==> config.mk <==
export PLATFORM = sky130hd
export DESIGN_NAME = md5_single_block_digest
export DESIGN_NICKNAME = d
export VERILOG_FILES = /design/src/hdl/md5sb_pkg.sv /design/src/hdl/md5sb_front.sv /design/src/hdl/md5sb_queue.sv /design/src/hdl/md5sb_back.sv /design/src/hdl/md5_single_block_digest.sv
export SDC_FILE = /design/constraint.sdc
export NUM_CORES = 2
export LEC_CHECK = 0
export BUFFER_PORTS_ARGS = -buffer_cell sky130_fd_sc_hd__clkbuf_2
export CAP_MARGIN = 20
export CELL_PAD_IN_SITES_DETAIL_PLACEMENT = 0
export CELL_PAD_IN_SITES_GLOBAL_PLACEMENT = 1
export CORE_MARGIN = 2
export CORE_UTILIZATION = 51
export DETAILED_ROUTE_END_ITERATION = 10
export GPL_ROUTABILITY_DRIVEN = 1
export GPL_TIMING_DRIVEN = 0
export PLACE_DENSITY = 0.84
export SLEW_MARGIN = 20
export SYNTH_ARGS = -nofsm -noshare
export SYNTH_HDL_FRONTEND = slang
export SYNTH_SLANG_ARGS = --single-unit
==> constraint.sdc <==
create_clock -name clock -period 15.21 [get_ports clock]
set_clock_uncertainty 0.2 [all_clocks]
set_input_delay 1.521 -clock clock [delete_from_list [all_inputs] [get_ports clock]]
set_output_delay 1.521 -clock clock [all_outputs]
set_load 0.02 [all_outputs]
==> src/hdl/md5sb_pkg.sv <==
// Shared types, constants and round functions of the single-block MD5 digest.
`timescale 1ns / 1ps

package md5sb_pkg;

   localparam int COUNT_W = 6;
   localparam int ROUND_W = 6;
   localparam int WORDS   = 16;

   localparam logic [31:0] IV_A = 32'h67452301;
   localparam logic [31:0] IV_B = 32'hefcdab89;
   localparam logic [31:0] IV_C = 32'h98badcfe;
   localparam logic [31:0] IV_D = 32'h10325476;

   localparam logic [7:0] PAD_BYTE = 8'h80;

   typedef logic [WORDS-1:0][31:0] block_type;

   typedef struct packed {
      logic      too_long;
      block_type words;
   } entry_type;

   function automatic logic [31:0] sine_value(input logic [ROUND_W-1:0] idx);
      logic [31:0] k;
      case (idx)
         6'd0:  k = 32'hd76aa478;  6'd1:  k = 32'he8c7b756;
         6'd2:  k = 32'h242070db;  6'd3:  k = 32'hc1bdceee;
         6'd4:  k = 32'hf57c0faf;  6'd5:  k = 32'h4787c62a;
         6'd6:  k = 32'ha8304613;  6'd7:  k = 32'hfd469501;
         6'd8:  k = 32'h698098d8;  6'd9:  k = 32'h8b44f7af;
         6'd10: k = 32'hffff5bb1;  6'd11: k = 32'h895cd7be;
         6'd12: k = 32'h6b901122;  6'd13: k = 32'hfd987193;
         6'd14: k = 32'ha679438e;  6'd15: k = 32'h49b40821;
         6'd16: k = 32'hf61e2562;  6'd17: k = 32'hc040b340;
         6'd18: k = 32'h265e5a51;  6'd19: k = 32'he9b6c7aa;
         6'd20: k = 32'hd62f105d;  6'd21: k = 32'h02441453;
         6'd22: k = 32'hd8a1e681;  6'd23: k = 32'he7d3fbc8;
         6'd24: k = 32'h21e1cde6;  6'd25: k = 32'hc33707d6;
         6'd26: k = 32'hf4d50d87;  6'd27: k = 32'h455a14ed;
         6'd28: k = 32'ha9e3e905;  6'd29: k = 32'hfcefa3f8;
         6'd30: k = 32'h676f02d9;  6'd31: k = 32'h8d2a4c8a;
         6'd32: k = 32'hfffa3942;  6'd33: k = 32'h8771f681;
         6'd34: k = 32'h6d9d6122;  6'd35: k = 32'hfde5380c;
         6'd36: k = 32'ha4beea44;  6'd37: k = 32'h4bdecfa9;
         6'd38: k = 32'hf6bb4b60;  6'd39: k = 32'hbebfbc70;
         6'd40: k = 32'h289b7ec6;  6'd41: k = 32'heaa127fa;
         6'd42: k = 32'hd4ef3085;  6'd43: k = 32'h04881d05;
         6'd44: k = 32'hd9d4d039;  6'd45: k = 32'he6db99e5;
         6'd46: k = 32'h1fa27cf8;  6'd47: k = 32'hc4ac5665;
         6'd48: k = 32'hf4292244;  6'd49: k = 32'h432aff97;
         6'd50: k = 32'hab9423a7;  6'd51: k = 32'hfc93a039;
         6'd52: k = 32'h655b59c3;  6'd53: k = 32'h8f0ccc92;
         6'd54: k = 32'hffeff47d;  6'd55: k = 32'h85845dd1;
         6'd56: k = 32'h6fa87e4f;  6'd57: k = 32'hfe2ce6e0;
         6'd58: k = 32'ha3014314;  6'd59: k = 32'h4e0811a1;
         6'd60: k = 32'hf7537e82;  6'd61: k = 32'hbd3af235;
         6'd62: k = 32'h2ad7d2bb;  6'd63: k = 32'heb86d391;
         default: k = 32'h0;
      endcase
      return k;
   endfunction

   function automatic logic [4:0] rot_amount(input logic [ROUND_W-1:0] idx);
      logic [4:0] s;
      case ({idx[5:4], idx[1:0]})
         4'd0:  s = 5'd7;   4'd1:  s = 5'd12;  4'd2:  s = 5'd17;  4'd3:  s = 5'd22;
         4'd4:  s = 5'd5;   4'd5:  s = 5'd9;   4'd6:  s = 5'd14;  4'd7:  s = 5'd20;
         4'd8:  s = 5'd4;   4'd9:  s = 5'd11;  4'd10: s = 5'd16;  4'd11: s = 5'd23;
         4'd12: s = 5'd6;   4'd13: s = 5'd10;  4'd14: s = 5'd15;  4'd15: s = 5'd21;
         default: s = 5'd0;
      endcase
      return s;
   endfunction

   // Message word used by each round, modulo 16.
   function automatic logic [3:0] msg_index(input logic [ROUND_W-1:0] idx);
      logic [3:0] i;
      logic [3:0] g;
      i = idx[3:0];
      case (idx[5:4])
         2'd0:    g = i;
         2'd1:    g = (i << 2) + i + 4'd1;
         2'd2:    g = (i << 1) + i + 4'd5;
         default: g = (i << 3) - i;
      endcase
      return g;
   endfunction

   function automatic logic [31:0] rotl32(input logic [31:0] x, input logic [4:0] s);
      logic [63:0] t;
      t = {x, x} << s;
      return t[63:32];
   endfunction

   function automatic logic [31:0] swap32(input logic [31:0] x);
      return {x[7:0], x[15:8], x[23:16], x[31:24]};
   endfunction

endpackage

==> src/hdl/md5sb_front.sv <==
// Front end: packs message bytes, pads the block and hands it to the queue.
`timescale 1ns / 1ps

module md5sb_front #(
   parameter int MAX_MESSAGE_BYTES = 55
) (
   input  logic                 clock,
   input  logic                 reset,
   input  logic                 req_valid,
   output logic                 req_stall,
   input  logic [7:0]           req_data_byte,
   input  logic                 req_byte_valid,
   input  logic                 req_last_byte,
   input  logic                 queue_full,
   output logic                 push,
   output md5sb_pkg::entry_type push_entry
);

   localparam logic [md5sb_pkg::COUNT_W-1:0] MAX_COUNT =
      md5sb_pkg::COUNT_W'(MAX_MESSAGE_BYTES);

   logic [md5sb_pkg::COUNT_W-1:0] count_ff, count_in, count_upd;
   logic                          overflow_ff, overflow_in, overflow_upd;
   md5sb_pkg::block_type          words_ff, words_in, words_upd, words_pad;
   logic                          accept, store;

   assign req_stall = queue_full;
   assign accept    = req_valid && !req_stall;
   assign store     = req_byte_valid && (count_ff < MAX_COUNT);
   assign push      = accept && req_last_byte;

   always_comb begin
      words_upd    = words_ff;
      count_upd    = count_ff;
      overflow_upd = overflow_ff | (req_byte_valid & ~store);
      if (store) begin
         words_upd[count_ff[5:2]][{count_ff[1:0], 3'b000} +: 8] = req_data_byte;
         count_upd = count_ff + 1'b1;
      end
      // Pad byte after the message, bit length in word 14, word 15 zero.
      words_pad = words_upd;
      words_pad[count_upd[5:2]][{count_upd[1:0], 3'b000} +: 8] = md5sb_pkg::PAD_BYTE;
      words_pad[14] = {23'd0, count_upd, 3'b000};
      words_pad[15] = 32'd0;
      push_entry.too_long = overflow_upd;
      push_entry.words    = words_pad;

      words_in    = words_ff;
      count_in    = count_ff;
      overflow_in = overflow_ff;
      if (push) begin
         words_in    = '0;
         count_in    = '0;
         overflow_in = 1'b0;
      end else if (accept) begin
         words_in    = words_upd;
         count_in    = count_upd;
         overflow_in = overflow_upd;
      end
   end

   always_ff @(posedge clock) begin
      if (reset) begin
         words_ff    <= '0;
         count_ff    <= '0;
         overflow_ff <= 1'b0;
      end else begin
         words_ff    <= words_in;
         count_ff    <= count_in;
         overflow_ff <= overflow_in;
      end
   end

endmodule

==> src/hdl/md5sb_queue.sv <==
// Two-entry queue of padded blocks between the front and back ends.
`timescale 1ns / 1ps

module md5sb_queue (
   input  logic                 clock,
   input  logic                 reset,
   input  logic                 push,
   input  md5sb_pkg::entry_type push_entry,
   output logic                 full,
   input  logic                 pop,
   output logic                 head_valid,
   output md5sb_pkg::entry_type head
);

   md5sb_pkg::entry_type entry_ff [2];
   logic                 wr_ptr_ff, wr_ptr_in;
   logic                 rd_ptr_ff, rd_ptr_in;
   logic [1:0]           fill_ff, fill_in;

   assign full       = (fill_ff == 2'd2);
   assign head_valid = (fill_ff != 2'd0);
   assign head       = entry_ff[rd_ptr_ff];

   always_comb begin
      wr_ptr_in = wr_ptr_ff ^ push;
      rd_ptr_in = rd_ptr_ff ^ pop;
      fill_in   = fill_ff + {1'b0, push} - {1'b0, pop};
   end

   always_ff @(posedge clock) begin
      if (push) begin
         entry_ff[wr_ptr_ff] <= push_entry;
      end
      if (reset) begin
         wr_ptr_ff <= 1'b0;
         rd_ptr_ff <= 1'b0;
         fill_ff   <= 2'd0;
      end else begin
         wr_ptr_ff <= wr_ptr_in;
         rd_ptr_ff <= rd_ptr_in;
         fill_ff   <= fill_in;
      end
   end

endmodule

==> src/hdl/md5sb_back.sv <==
// Back end: runs the 64 MD5 rounds on the queue head (or skips them for a flagged block) and registers the result.
`timescale 1ns / 1ps

module md5sb_back (
   input  logic                 clock,
   input  logic                 reset,
   input  logic                 head_valid,
   input  md5sb_pkg::entry_type head,
   output logic                 pop,
   output logic                 rsp_valid,
   input  logic                 rsp_stall,
   output logic [63:0]          rsp_digest_high,
   output logic [63:0]          rsp_digest_low,
   output logic                 rsp_too_long
);

   typedef enum logic [1:0] {ST_IDLE, ST_ROUND, ST_FINISH} state_type;

   state_type                     state_ff, state_in;
   logic [md5sb_pkg::ROUND_W-1:0] round_ff, round_in;
   logic [31:0]                   a_ff, b_ff, c_ff, d_ff;
   logic [31:0]                   a_in, b_in, c_in, d_in;
   logic                          valid_ff, valid_in;
   logic [63:0]                   high_ff, high_in, low_ff, low_in;
   logic                          long_ff, long_in;
   logic                          out_free;
   logic [31:0]                   f, sum, new_b;

   assign out_free        = !valid_ff || !rsp_stall;
   assign rsp_valid       = valid_ff;
   assign rsp_digest_high = high_ff;
   assign rsp_digest_low  = low_ff;
   assign rsp_too_long    = long_ff;

   // One round per cycle.
   always_comb begin
      case (round_ff[5:4])
         2'd0:    f = (b_ff & c_ff) | (~b_ff & d_ff);
         2'd1:    f = (b_ff & d_ff) | (c_ff & ~d_ff);
         2'd2:    f = b_ff ^ c_ff ^ d_ff;
         default: f = c_ff ^ (b_ff | ~d_ff);
      endcase
      sum   = a_ff + f + md5sb_pkg::sine_value(round_ff)
              + head.words[md5sb_pkg::msg_index(round_ff)];
      new_b = b_ff + md5sb_pkg::rotl32(sum, md5sb_pkg::rot_amount(round_ff));
   end

   always_comb begin
      state_in = state_ff;
      round_in = round_ff;
      a_in     = a_ff;
      b_in     = b_ff;
      c_in     = c_ff;
      d_in     = d_ff;
      valid_in = valid_ff && rsp_stall;
      high_in  = high_ff;
      low_in   = low_ff;
      long_in  = long_ff;
      pop      = 1'b0;
      case (state_ff)
         ST_IDLE: begin
            if (head_valid) begin
               if (head.too_long) begin
                  // Flagged message: skip the rounds, emit zeros.
                  if (out_free) begin
                     valid_in = 1'b1;
                     high_in  = '0;
                     low_in   = '0;
                     long_in  = 1'b1;
                     pop      = 1'b1;
                  end
               end else begin
                  a_in     = md5sb_pkg::IV_A;
                  b_in     = md5sb_pkg::IV_B;
                  c_in     = md5sb_pkg::IV_C;
                  d_in     = md5sb_pkg::IV_D;
                  round_in = '0;
                  state_in = ST_ROUND;
               end
            end
         end
         ST_ROUND: begin
            a_in     = d_ff;
            d_in     = c_ff;
            c_in     = b_ff;
            b_in     = new_b;
            round_in = round_ff + 1'b1;
            if (round_ff == '1) begin
               state_in = ST_FINISH;
            end
         end
         ST_FINISH: begin
            if (out_free) begin
               valid_in = 1'b1;
               high_in  = {md5sb_pkg::swap32(a_ff + md5sb_pkg::IV_A),
                           md5sb_pkg::swap32(b_ff + md5sb_pkg::IV_B)};
               low_in   = {md5sb_pkg::swap32(c_ff + md5sb_pkg::IV_C),
                           md5sb_pkg::swap32(d_ff + md5sb_pkg::IV_D)};
               long_in  = 1'b0;
               pop      = 1'b1;
               state_in = ST_IDLE;
            end
         end
         default: begin
            state_in = ST_IDLE;
         end
      endcase
   end

   always_ff @(posedge clock) begin
      a_ff    <= a_in;
      b_ff    <= b_in;
      c_ff    <= c_in;
      d_ff    <= d_in;
      high_ff <= high_in;
      low_ff  <= low_in;
      long_ff <= long_in;
      if (reset) begin
         state_ff <= ST_IDLE;
         round_ff <= '0;
         valid_ff <= 1'b0;
      end else begin
         state_ff <= state_in;
         round_ff <= round_in;
         valid_ff <= valid_in;
      end
   end

endmodule

==> src/hdl/md5_single_block_digest.sv <==
// Top level of the single-block MD5 digest engine.
`timescale 1ns / 1ps

// Computes the MD5 digest of a message of up to MAX_MESSAGE_BYTES bytes that
// fits in one 512-bit block. Send one byte per transfer on the req_ channel
// with req_byte_valid set; mark the final transfer with req_last_byte (a
// transfer with req_last_byte alone ends the message without a byte, which
// also yields the digest of the empty message). Every message end produces
// exactly one rsp_ transfer: the 128-bit digest in standard byte order, byte
// 0 in bits 63:56 of rsp_digest_high, or rsp_too_long with zero digest
// fields when more bytes arrived than the limit (the extra bytes are
// dropped). Rate: the front end takes one byte per cycle unless stalled and
// pads the block in the cycle of the last byte; the compression unit runs
// one round per cycle, and in the back end a message passes a load step,
// the 64 rounds and a finalize step, so throughput is set by the single
// shared round unit. A two-block queue between the parts lets the
// next message load while the current one compresses; the front end stalls
// only while both queue slots are occupied. A flagged message skips the
// rounds and is emitted straight from the idle state.
module md5_single_block_digest #(
   parameter int MAX_MESSAGE_BYTES = 55
) (
   input  logic        clock,
   input  logic        reset,
   input  logic        req_valid,
   output logic        req_stall,
   input  logic [7:0]  req_data_byte,
   input  logic        req_byte_valid,
   input  logic        req_last_byte,
   output logic        rsp_valid,
   input  logic        rsp_stall,
   output logic [63:0] rsp_digest_high,
   output logic [63:0] rsp_digest_low,
   output logic        rsp_too_long
);

   logic                 push, pop, queue_full, head_valid;
   md5sb_pkg::entry_type push_entry, head;

   // Pack and classify bytes; push a finished block at each message end.
   md5sb_front #(
      .MAX_MESSAGE_BYTES(MAX_MESSAGE_BYTES)
   ) u_front (
      .clock          (clock),
      .reset          (reset),
      .req_valid      (req_valid),
      .req_stall      (req_stall),
      .req_data_byte  (req_data_byte),
      .req_byte_valid (req_byte_valid),
      .req_last_byte  (req_last_byte),
      .queue_full     (queue_full),
      .push           (push),
      .push_entry     (push_entry)
   );

   // Hold finished blocks until the compression unit takes them.
   md5sb_queue u_queue (
      .clock      (clock),
      .reset      (reset),
      .push       (push),
      .push_entry (push_entry),
      .full       (queue_full),
      .pop        (pop),
      .head_valid (head_valid),
      .head       (head)
   );

   // Compress the head block and drive the result register.
   md5sb_back u_back (
      .clock           (clock),
      .reset           (reset),
      .head_valid      (head_valid),
      .head            (head),
      .pop             (pop),
      .rsp_valid       (rsp_valid),
      .rsp_stall       (rsp_stall),
      .rsp_digest_high (rsp_digest_high),
      .rsp_digest_low  (rsp_digest_low),
      .rsp_too_long    (rsp_too_long)
   );

endmodule

=== Word level (Yosys, flattened, before mapping) ===
Memories as Yosys holds them, arrays and structs flattened. A register that Yosys moved wholly into a read port is not among the register bits.
Cells that the tools add are included.

* RAM bits: 910
* Word-level logic and storage cells: 171
* Memory bits (read-only): 2128
* Memories: 3
* Input port bits: 14
* Bits in registers: 789

{| class="wikitable"
|+ Memory list
! memory !! depth !! width !! read ports !! clocked after Yosys merged registers in !! wr ports !! RTL line !! source
|-
| (no name shown) || 64 || 32 || 1 || 1 || 0 || md5sb_pkg.sv:26 || <nowiki>case (idx)</nowiki>
|-
| u_queue.entry_ff || 2 || 455 || 1 || 1 || 1 || md5sb_queue.sv:15 || <nowiki>md5sb_pkg::entry_type entry_ff [2];</nowiki>
|-
| (no name shown) || 16 || 5 || 1 || 1 || 0 || md5sb_pkg.sv:66 || <nowiki>case ({idx[5:4], idx[1:0]})</nowiki>
|}

* Shift-type cells: 5
* Bitwise operators: 17
* Add/sub/neg operators: 19
* Muxes and demuxes: 59
* $lt $le $gt $ge: 6
* Equal/unequal tests: 12
* Reduce and logical (&&, ||, !) cells: 19

{| class="wikitable"
|+ Operators by type and width
! cell !! count
|-
| $bwmux W512 || 2
|-
| $mux W512 || 1
|-
| $mux W32 || 11
|-
| $mux W64 || 5
|-
| $demux W32 S4 || 2
|-
| $pmux W32 S2 || 4
|-
| $pmux W64 S2 || 2
|-
| $add A32 B32 Y32 || 4
|-
| $and A32 B32 Y32 || 4
|-
| $bmux W32 S4 || 1
|-
| $or A32 B32 Y32 || 3
|-
| $pmux W32 S3 || 1
|-
| $xor A32 B32 Y32 || 3
|-
| $add A32 B32 Y32 const B || 2
|-
| $not A32 Y32 || 2
|-
| $shift A8 B7 Y32 const A || 2
|-
| $shl A64 B5 Y64 || 1
|-
| $add A32 B29 Y32 const B || 1
|-
| $add A32 B31 Y32 const B || 1
|-
| $shiftx A8 B7 Y32 || 1
|-
| $shiftx A8 B7 Y32 const A || 1
|-
| $mux W6 || 5
|-
| $lt A4 B5 Y1 const B || 3
|-
| $neg A5 Y7 || 2
|-
| 34 further kinds || 73
|}

=== Longest topological paths before layout ===
* Depth in word-level cells: 10
* Gate-level depth with buffers: 46
* Depth with buffers taken out: 44

=== Hierarchy ===
A second synthesis with hierarchy kept.

* Cells, all modules: 7843
* Area, all modules: 95377.7 um2

{| class="wikitable"
|+ By module, submodules not included
! module !! cells an instance !! area an instance (um2) !! seq. area each (um2) !! instances
|-
| md5sb_queue || 1615 || 39238.9 || 30889.6 || 1
|-
| md5sb_back || 3307 || 29248.1 || 8638.3 || 1
|-
| md5sb_front || 2921 || 26890.8 || 9108.7 || 1
|}

=== Worst setup path after synthesis ===
No wires, ideal clock.

* Path kind: input to register
* Start point: in req_last_byte
* End point: mem u_queue.entry_ff[1][0] in the netlist's numbering, enable pin
* Cell stages on the path: 2
* Slack: 2025 ps
* Required time: 14129 ps
* Buffers on the path: 0
* Arrival: 12105 ps
* Library setup time: 881 ps
* Cells stage by stage: and3_1 -> ha_1

* Longest elaborated chain between the ends: 3

{| class="wikitable"
|+ Ends and longest elaborated chain
! element !! RTL line !! source
|-
| start: declaration || md5_single_block_digest.sv:29 || <nowiki>input logic req_last_byte,</nowiki>
|-
| $logic_and A1 B1 Y1 || md5sb_front.sv:30 || <nowiki>assign push = accept && req_last_byte;</nowiki>
|-
| $mux W1 || md5sb_queue.sv:31 || <nowiki>if (push) begin</nowiki>
|-
| $mux W1 (implied by the code) || md5sb_queue.sv:32 || <nowiki>entry_ff[wr_ptr_ff] <= push_entry;</nowiki>
|-
| end: declaration || md5sb_queue.sv:15 ||
|}

Every way passes these cells.

=== Worst setup path after layout ===
* Start point: reg u_back.round_ff[2] in the netlist's numbering
* End point: reg u_back.b_ff[30] (data pin)

* Longest elaborated chain between the ends: 9

{| class="wikitable"
|+ Ends and longest elaborated chain
! element !! RTL line !! source
|-
| start: declaration || md5sb_back.sv:20 || <nowiki>logic [md5sb_pkg::ROUND_W-1:0] round_ff, round_in;</nowiki>
|-
| start signal: assignment || md5sb_back.sv:124 || <nowiki>round_ff <= round_in;</nowiki>
|-
| $add A4 B4 Y4 (on tied branches) || md5sb_pkg.sv:84, md5sb_pkg.sv:83 ||
|-
| $add A4 B3 Y4 / $add A4 B1 Y4 (equally long branches) || md5sb_pkg.sv:84, md5sb_pkg.sv:83 ||
|-
| $pmux W4 S3 * || md5sb_pkg.sv:81 || <nowiki>case (idx[5:4])</nowiki>
|-
| $bmux W32 S4 * || md5sb_back.sv:44 || <nowiki>+ head.words[md5sb_pkg::msg_index(round_ff)];</nowiki>
|-
| $mux W32 (implied by the code) * || md5sb_back.sv:44 ||
|-
| $add A32 B32 Y32 * || md5sb_back.sv:44 ||
|-
| $shl A64 B5 Y64 * || md5sb_pkg.sv:92 || <nowiki>t = {x, x} << s;</nowiki>
|-
| $add A32 B32 Y32 * || md5sb_back.sv:45 || <nowiki>new_b = b_ff + md5sb_pkg::rotl32(sum, md5sb_pkg::rot_amount(round_ff));</nowiki>
|-
| $pmux W32 S2 * || md5sb_back.sv:60 || <nowiki>case (state_ff)</nowiki>
|-
| end signal: assignment || md5sb_back.sv:112 || <nowiki>b_ff <= b_in;</nowiki>
|-
| end: declaration || md5sb_back.sv:21 || <nowiki>logic [31:0] a_ff, b_ff, c_ff, d_ff;</nowiki>
|}

Every way passes the cells marked *; elsewhere a longest branch is shown, timed or not. The select of a mux whose other input is x is not followed.
A chain may end at the register's enable or synchronous reset.

==> flow_metrics.py <==
metrics = {
    "cells_and_area": {
        "final_util": 0.576,
        "num-nets-final": 8704,
        "drive_above_1_share": 0.0960,
        "area_growth_pct": 12.5,
    },
    "global_route": {
        "grt_pass1_vias": 63600,
        "grt_use_total": 0.366,
        "grt_overflow_total": 0,
        "grt_start_max_net_pins": 86,
        "antenna_found_initial": 10,
        "grt_pass1_wl_mm": 433,
    },
    "synth": {
        "ys_types": 90,
        "syn-instance-count": 8169,
        "ys_seq_elements": 1672,
        "synth_edf_count": 1167,
        "synth_seq_area_share": 0.549,
        "yosysWarningCount": 0,
        "syn_avg_cell_area_um2": 10.1,
        "syn_area_um2": 82200,
        "ys.flop_type": "edfxtp_1",
        "async_reset_ff_frac": 0,
        "syn-num-nets": 8347,
    },
    "clocking": {
        "clock_path_buffers": 3,
        "cts_num_sinks": 1672,
        "cts_root_buf": "clkbuf_16",
        "numCtsBuffers": 175,
        "ctsHoldBuffers": 0,
        "path_clk_slew_ns": 0.06,
        "cts_setup_buffers": 0,
        "cts_tree": "yes",
        "cts_resized": 0,
        "htree_levels": 4,
        "clock_latency_ns": 0.83,
    },
    "floorplan": {
        "die_y_um": 405,
        "coreArea_um2": 160000,
        "die_area_um2": 164000,
        "initial_core_util": 0.512,
        "dieWidth_um": 405,
        "row_count": 147,
        "ioPinCount": 145,
    },
    "sta": {
        "hold_viol": 0,
        "setup_viol": 0,
        "tightest_slew_ns": 1.29,
        "layout_min_cycle_time_ns": 14.01,
        "min_period_over_period": 0.921,
        "max_freq_mhz": 71.4,
        "setup_ws_ns": 1.20,
        "slew-limit-headroom": 0.141,
        "drv_slew": 0,
        "rsz0062_at_grt": "no",
    },
    "min_path": {
        "min_to": "u_front.words_ff[366]$_SDFFE_PP0P_",
        "min_from": "u_front.words_ff[366]$_SDFFE_PP0P_",
        "hold_path_depth": 2,
        "min-delay-path-class": "reg2reg",
    },
    "critical_path": {
        "crit_path_top_delay_cell": "clkbuf_1",
        "r2r_start": "u_back.round_ff[2]$_SDFFE_PP0P_",
        "r2r_end": "u_back.b_ff[30]$_SDFFCE_PP1P_",
        "critical_path_required_ns": 15.56,
        "slowest_delay_ns": 0.96,
        "critPathKind": "reg2reg",
        "critPathMaxFanout": 10,
        "cp-start-kind": "register",
        "worstPathArrival_ns": 14.36,
        "end_kind": "register",
        "ff2ff_path_depth": 42,
        "crit_start": "u_back.round_ff[2]$_SDFFE_PP0P_",
        "r2r_setup_slack_ns": 1.20,
    },
    "drt": {
        "routed_wl_mm": 306,
        "vias": 67700,
        "drtIter0Drc": 9295,
        "routedWlPerCell_um": 28.2,
        "antenna_left": 0,
        "routed_via_density": 6.24,
        "first_pass_iters": 9,
        "drc": 2,
    },
    "flow_run": {
        "maxCapViolations": 0,
    },
    "placed_design": {
        "io_buffers": 144,
        "dp_hpwl_mm": 225,
        "gp_congestion": 1.04,
        "dp_slack_ns": 1.78,
    },
    "run_status": {
        "outcome": "complete, but fails checks",
        "violations": "DRC",
    },
}
## final cells by class
class,count,area [µm²]
Fill cell,13800,67900
Sequential cell,1672,45200
Multi-Input combinational cell,5712,34100
Clock buffer,248,5000
Tap cell,2160,2700
Buffer,570,2220
Timing Repair Buffer,180,1540
Clock inverter,82,858
Inverter,215,815
Antenna cell,6,15.0
## worst max-delay path: cells and delay by family, from the launching register on
family	cells	cell delay [ns]
compound gates	19	5.64
buf+inv	5	2.14
xor+xnor	2	0.50
flops	1	0.46
mux	2	0.76
fa+ha+maj	7	2.75
simple gates	7	1.28
## registers in the layout (all words and copies together) (netlist names), named ones only
register	cells
u_back.a_ff	32
u_back.b_ff	32
u_back.c_ff	32
u_back.d_ff	32
u_back.round_ff	6
u_back.rsp_digest_high	64
u_back.rsp_digest_low	64
u_back.rsp_too_long	1
u_back.rsp_valid	1
u_back.state_ff	2
u_front.count_ff	6
u_front.overflow_ff	1
u_front.words_ff	448
u_queue.entry_ff	910
u_queue.fill_ff	2
u_queue.rd_ptr_ff	1
u_queue.wr_ptr_ff	1
## cells in the final DEF, fill, tap and decap left out, types with 28 or more instances in the layout
cell type,Yosys,routed
xnor2_1,130,130
o221ai_1,73,73
clkbuf_16,0,181
fa_1,64,64
and2_1,59,59
ha_1,100,98
dfxtp_1,505,505
buf_1,62,43
a31oi_1,65,65
a211oi_1,39,39
buf_2,13,32
mux2i_1,61,61
inv_1,208,207
xor2_1,65,65
mux4_2,229,229
edfxtp_1,1167,1167
a21oi_1,1156,1155
a21o_1,37,37
nor2_1,2050,2043
o211ai_1,30,30
nor3_1,56,50
nand2b_1,67,67
nand2_1,622,622
clkbuf_1,492,513
clkinv_1,4,33
o21ai_0,234,228
clkbuf_2,1,169
nand3_1,198,198
o22ai_1,28,28
## synth_stat cells, types with 61 or more instances
| cell | count | area [µm²] |
|---|---|---|
| a21oi_1 | 1156 | 5790 |
| a31oi_1 | 65 | 407 |
| buf_1 | 62 | 233 |
| clkbuf_1 | 492 | 1850 |
| dfxtp_1 | 505 | 10100 |
| edfxtp_1 | 1167 | 35000 |
| fa_1 | 64 | 1280 |
| ha_1 | 100 | 1250 |
| inv_1 | 208 | 781 |
| mux2i_1 | 61 | 611 |
| mux4_2 | 229 | 5160 |
| nand2_1 | 622 | 2330 |
| nand2b_1 | 67 | 419 |
| nand3_1 | 198 | 991 |
| nor2_1 | 2050 | 7690 |
| o21ai_0 | 234 | 1170 |
| o221ai_1 | 73 | 639 |
| xnor2_1 | 130 | 1140 |
| xor2_1 | 65 | 569 |
## through the flow
step	instance area, µm²	setup TNS, ns	hold slack [ns]	cells
2_1_floorplan	82200	0	0.255	8169
3_3_place_gp	85600	-3544.07	0.266	10500
3_5_place_dp	86600	0	0.273	10500
4_1_cts	92400	0	0.287	10800
5_1_grt	92400	0	0.299	10800
6_report	92500	0	0.285	10800
## per-layer routing
layer	GRT usage	share of wire
met1	0.451	0.36
met2	0.573	0.45
met3	0.0820	0.10
met4	0.259	0.083
met5	0	0.00018
## kinds of logic after synthesis
group | after synthesis | share of synthesized area
AND/OR/NAND/NOR | 3170 | 0.157
multiplexers | 319 | 0.0745
AO/OA/AOI/OAI | 1847 | 0.129
XOR/XNOR | 200 | 0.0220
buffers and inverters | 785 | 0.0362
adder cells (fa/ha/maj) | 176 | 0.0323
flip-flops | 1672 | 0.549
## how the worst max path moves through the flow
stage / end / cells past startpoint
6_report: u_back.b_ff[30]$_SDFFCE_PP1P_ / 42
5_1_grt: u_back.b_ff[30]$_SDFFCE_PP1P_ / 42
4_1_cts: u_back.b_ff[30]$_SDFFCE_PP1P_ / 42
3_5_place_dp: u_back.b_ff[30]$_SDFFCE_PP1P_ / 42
3_3_place_gp: u_queue.entry_ff[0][115]$_DFFE_PP_ / 3
2_1_floorplan: u_queue.entry_ff[1][0]$_DFFE_PP_ / 2
Power is not shown: default switching activity piles up to over one toggle a cycle in this logic, so the estimate is an artifact.
